==> config.mk <==
export PLATFORM = sky130hd
export DESIGN_NAME = ccot_div
export DESIGN_NICKNAME = d
export VERILOG_FILES = /design/src/sv/ccot_div.sv
export SDC_FILE = /design/constraint.sdc
export NUM_CORES = 2
export LEC_CHECK = 0
export BUFFER_PORTS_ARGS = -buffer_cell sky130_fd_sc_hd__buf_2
export CAP_MARGIN = 20
export CORE_MARGIN = 10
export CORE_UTILIZATION = 57
export CTS_CLUSTER_DIAMETER = 40
export DETAILED_ROUTE_END_ITERATION = 8
export PLACE_DENSITY = 0.73
export REMOVE_ABC_BUFFERS = 1
export SLEW_MARGIN = 0
export SYNTH_ARGS = -nofsm -noshare
export SYNTH_HDL_FRONTEND = slang
export SYNTH_SLANG_ARGS = --single-unit
export TNS_END_PERCENT = 100
==> constraint.sdc <==
create_clock -name clk -period 5.5 [get_ports clk]
set_input_delay 1.375 -clock clk [delete_from_list [all_inputs] [get_ports clk]]
set_output_delay 1.375 -clock clk [all_outputs]
set_load 0.005 [all_outputs]
==> src/sv/ccot_div.sv <==
// ----------------------------------------------------------------------------
// Capsule overlap test divider
// Restoring divider, one quotient bit per register stage. Expects rem_i < den_i.
// ----------------------------------------------------------------------------
module ccot_div #(
  parameter int W     = 35,
  parameter int STEPS = 16
) (
  input  logic             clk,
  input  logic [W-1:0]     rem_i,
  input  logic [STEPS-1:0] low_i,
  input  logic [W-1:0]     den_i,
  output logic [STEPS-1:0] quo_o
);

  logic [W-1:0]     rem_r [STEPS-1];
  logic [STEPS-1:0] low_r [STEPS-1];
  logic [W-1:0]     den_r [STEPS-1];
  logic [STEPS-1:0] quo_r [STEPS];

  for (genvar j = 0; j < STEPS; j++) begin : g_step
    logic [W-1:0]     rem_in;
    logic [W-1:0]     den_in;
    logic [STEPS-1:0] low_in;
    logic [STEPS-1:0] quo_in;
    logic [W-1:0]     rem_nxt;
    logic             take;

    if (j == 0) begin : g_first
      assign rem_in = rem_i;
      assign den_in = den_i;
      assign low_in = low_i;
      assign quo_in = '0;
    end else begin : g_next
      assign rem_in = rem_r[j-1];
      assign den_in = den_r[j-1];
      assign low_in = low_r[j-1];
      assign quo_in = quo_r[j-1];
    end

    assign rem_nxt = {rem_in[W-2:0], low_in[STEPS-1]};
    assign take    = (rem_nxt >= den_in);

    always_ff @(posedge clk) begin
      quo_r[j] <= {quo_in[STEPS-2:0], take};
    end

    if (j < STEPS-1) begin : g_carry
      always_ff @(posedge clk) begin
        rem_r[j] <= take ? rem_nxt - den_in : rem_nxt;
        low_r[j] <= {low_in[STEPS-2:0], 1'b0};
        den_r[j] <= den_in;
      end
    end
  end

  assign quo_o = quo_r[STEPS-1];

endmodule

==> impl_results.md <==
- Setup Skew: about 0.027 ns
- Most frequent cell after synthesis: dfxtp_1
- Total grt overflow: 0
- Synth top cells by count: 1291 x dfxtp_1, 702 x inv_1, 564 x a21oi_1
- Htree depth: 4
- RSZ-0062 raised after global routing: false
- Core area: about 0.11 sq mm
- Drt pass-1 iters: 6
- GRT Total Usage: 22.2%
- Synth Area in Simple Gates: 10.3%
- # DRC: 0
- Final non-filler cell area: 0.0685 sq mm
- Slowest cell on crit path: o311ai_0
- Wl on met1: 49.4 mm
- Clock Latency Late Sink: 0.75 ns
- Worst Path Buf+Inv: 1
- Max-Cap Viols: 0
- Synth Area in Compound Gates: ~18%
- Status: finished clean
- Initial antenna violation count: 0
- HPWL after detailed placement: 107 mm
- Reg-to-Reg Start: den_r[0][177]
- Routed wl met2: roughly 72 mm
- Final RePlAce weighted congestion: 0.945
- Nets: 7305
- Max IR drop VDD: 0.315 mV
- Post-CTS Hold Fix Bufs: 0
- First-pass GRT wire length: 221 mm
- RR Endpoint: rem_r[0][220]
- Adder-Cell Fraction of Synth Area: 12.1%
- Number of global-route vias before repair: ~47000
- Ports: between 100 and 150
- DR vias/cell: 5.53
- Met3 WL: 4.06 mm
- Post-route ant nets: 0
- Final-report max-slew violation count: 0
- FF-to-FF setup slack: roughly 1 ns
- Leakage: 32.3 nW
- FF+latch count, synth: 1291
- Cell count of the worst reg-to-reg path: 10
- Mapped Cells: 6509
- Largest area contributor in the netlist: dfxtp_1
- Top cell type's share of synthesized area: a little over two fifths
- Fin Setup TNS: 0 ns
- Top layer in use: met4
- Unique cell type count in the Yosys netlist: 91
- F_max: 0.221 GHz
- Xor and xnor area share after synthesis: 6.33%
- Clock sink count: 1291
- Crit Path Category: reg2reg
- DRT iter0 DRCs: 2049
- Final hold slack: between 0.3 and 0.4 ns
- Hold Crit Start: low_r[7][7]
- Post-placement setup slack: 0.544 ns
- Final Core Density: 65.0%
- Final hold vios: 0
- Top cells by area, synth: dfxtp_1 43%, ha_1 12%, a21oi_1 4.7%
- Via count: 45200
- Arrival time of the worst setup path: about 5.2 ns
- CTS tree: built
- Main combinational cell family by area after synthesis: compound AO/OA/AOI/OAI gates
- Cell mode on critical path: o211a_1
- Number of synthesized flops with an enable pin: 0
- Required time worst endpoint: 6.12 ns
- Effective utilization at floorplan: 57.5%
- Largest net degree at the start of global routing: 65
- Crit path depth: 10
- Final setup fails: 0
- Clock-pin slew on the worst setup and hold paths: 0.06 ns
- Chip height: ~350 microns
- Number of CTS-inserted buffers: between 150 and 200
- CTS Buffer Depth: 3
- Die area: 0.120 sq mm
- # port buffers: ~100
- Asr flop ratio synth: 0%
- Sequential share of the synthesized area: 42.6%
- Root Buffer: clkbuf_16
- Crit-path cells: inv_1 -> ha_1 -> nand3_1 -> o211a_1 -> nor3_1 -> o211a_1 -> o21ai_0 -> o311ai_0 -> a21o_2 -> mux2_2
- Multi-input gate area: ~0.031 sq mm
- Synthesis Warnings: 0
- Rows: 119
- Crit path launch type: flip-flop
- Hold Path End: low_r[8][8]
- Synth Area per Inst: 9.31 sq um
- Final Cycle Share: 82.3%
- FF+latch area: around 0.026 sq mm
- Largest stage delay on the critical path: 0.94 ns
- Cell Area, Synth: 0.0606 sq mm
- Final wirelength: 137 mm
- Worst Slack Setup Final: 0.973 ns
- Type of destination of the critical path: flip-flop
- Top delay family on crit path: compound AO/OA/AOI/OAI gates
- Die X: 346 microns
- Min cycle time layout: 4.53 ns
- Power Dens Cells: 678 mW/mm^2
- Area of placed instances: 0.0625 sq mm
- Layout cells sized above 1: 10.6%
- Cts repair resizes: 0
- CP max FO: 33
- Post-CTS setup buffers: 0
- # fillers: 8633
- Hold Path Class: reg2reg
- Hold path cells: 0
- Multiplexer share of the synthesized area: 4.61%
- N_diodes: 0
- Worst-Margin Slew: 1.12 ns
- Slew HR: 24.8%
- Average wire per cell in the routed design: 16.7 microns
- Area Growth Syn to Fin: 13.1%
- Synth Flop Type: dfxtp_1
[stage by stage]
stage               total power [mW]  cells
global placement                34.7   7864
detailed placement              35.0   7864
finish                          46.5   8175
floorplan                       30.0   6335
global route                    49.8   8175
CTS                             46.6   8175
[kinds of logic after synthesis]
group / after synthesis
AND/OR/NAND/NOR: 1314
AO/OA/AOI/OAI: 1773
XOR/XNOR: 438
adder cells (fa/ha/maj): 575
buffers and inverters: 877
flip-flops: 1291
multiplexers: 241
[placed cells by master, fill, tap and decap left out, drive strengths merged, types with 18 or more instances in the layout]
cell type  netlist  routed
a21o           280     280
or3             18      18
nor2b           64      64
and2            33      33
nand4          106     106
nor2           333     333
xnor2          256     256
clkinv           0      38
a41oi           20      20
nand2          408     408
o21a            65      65
mux2i           20      20
dfxtp         1291    1291
a31oi           60      60
and3            52      52
a211oi          48      48
a311oi          19      19
o211ai          30      30
nand3           97      97
a221oi          20      20
bufinv           0      21
buf             31     138
a211o           18      18
inv            703     725
a21oi          567     567
o31ai           29      29
o21ai          413     413
o21bai          70      70
mux2           221     221
nand2b          65      65
nor3            66      66
xor2           182     182
clkbuf         143     212
ha             560     560
clkinvlp         0      18
[worst max path at each step]
stage | startpoint | to | slack (ns)
after floorplan | den_r[0][247] | rem_r[1][1] | -0.13
after global placement | den_i[1] | rem_r[0][32] | 0.60
after detailed placement | den_i[1] | rem_r[0][30] | 0.54
after CTS | low_r[6][14] | rem_r[0][277] | 1.05
after global routing | low_r[6][14] | rem_r[0][271] | 0.88
final | den_r[0][177] | rem_r[0][220] | 0.97
[area by class of cell]
type | instances | area share, %
inverters | 703 | 3.85
clock inverters | 99 | 1.83
multi-input cells | 4341 | 46.0
well taps | 1391 | 2.54
clock buffers | 212 | 6.90
flip-flops and latches | 1291 | 37.7
repair buffers | 138 | 1.22
[flip-flops by register name, indices dropped and copies added, names as in the netlist]
name / count
quo_r: 136
rem_r: 510
low_r: 120
den_r: 525
[routing by layer]
layer	vias up	global-route usage, %
met5	-	0
met4	0	17.7
met3	491	3.03
met2	1037	43.7
met1	20800	20.1
li1	22900	-
[power by group]
group          total [mW]  internal (mW)  leakage (nW)  switching [mW]
clock network        11.2           7.14          2.90            4.09
registers            13.5           12.2          10.9            1.33
logic                21.7           9.60          18.5            12.1
[worst register-to-register path: stages (launching register included)]
cell	delay (ns)
dfxtp_1	0.33
inv_1	0.06
ha_1	0.37
nand3_1	0.22
o211a_1	0.30
nor3_1	0.45
o211a_1	0.28
o21ai_0	0.25
o311ai_0	0.94
a21o_2	0.74
mux2_2	0.45
No activity file was read; power rests on OpenSTA's default activity.
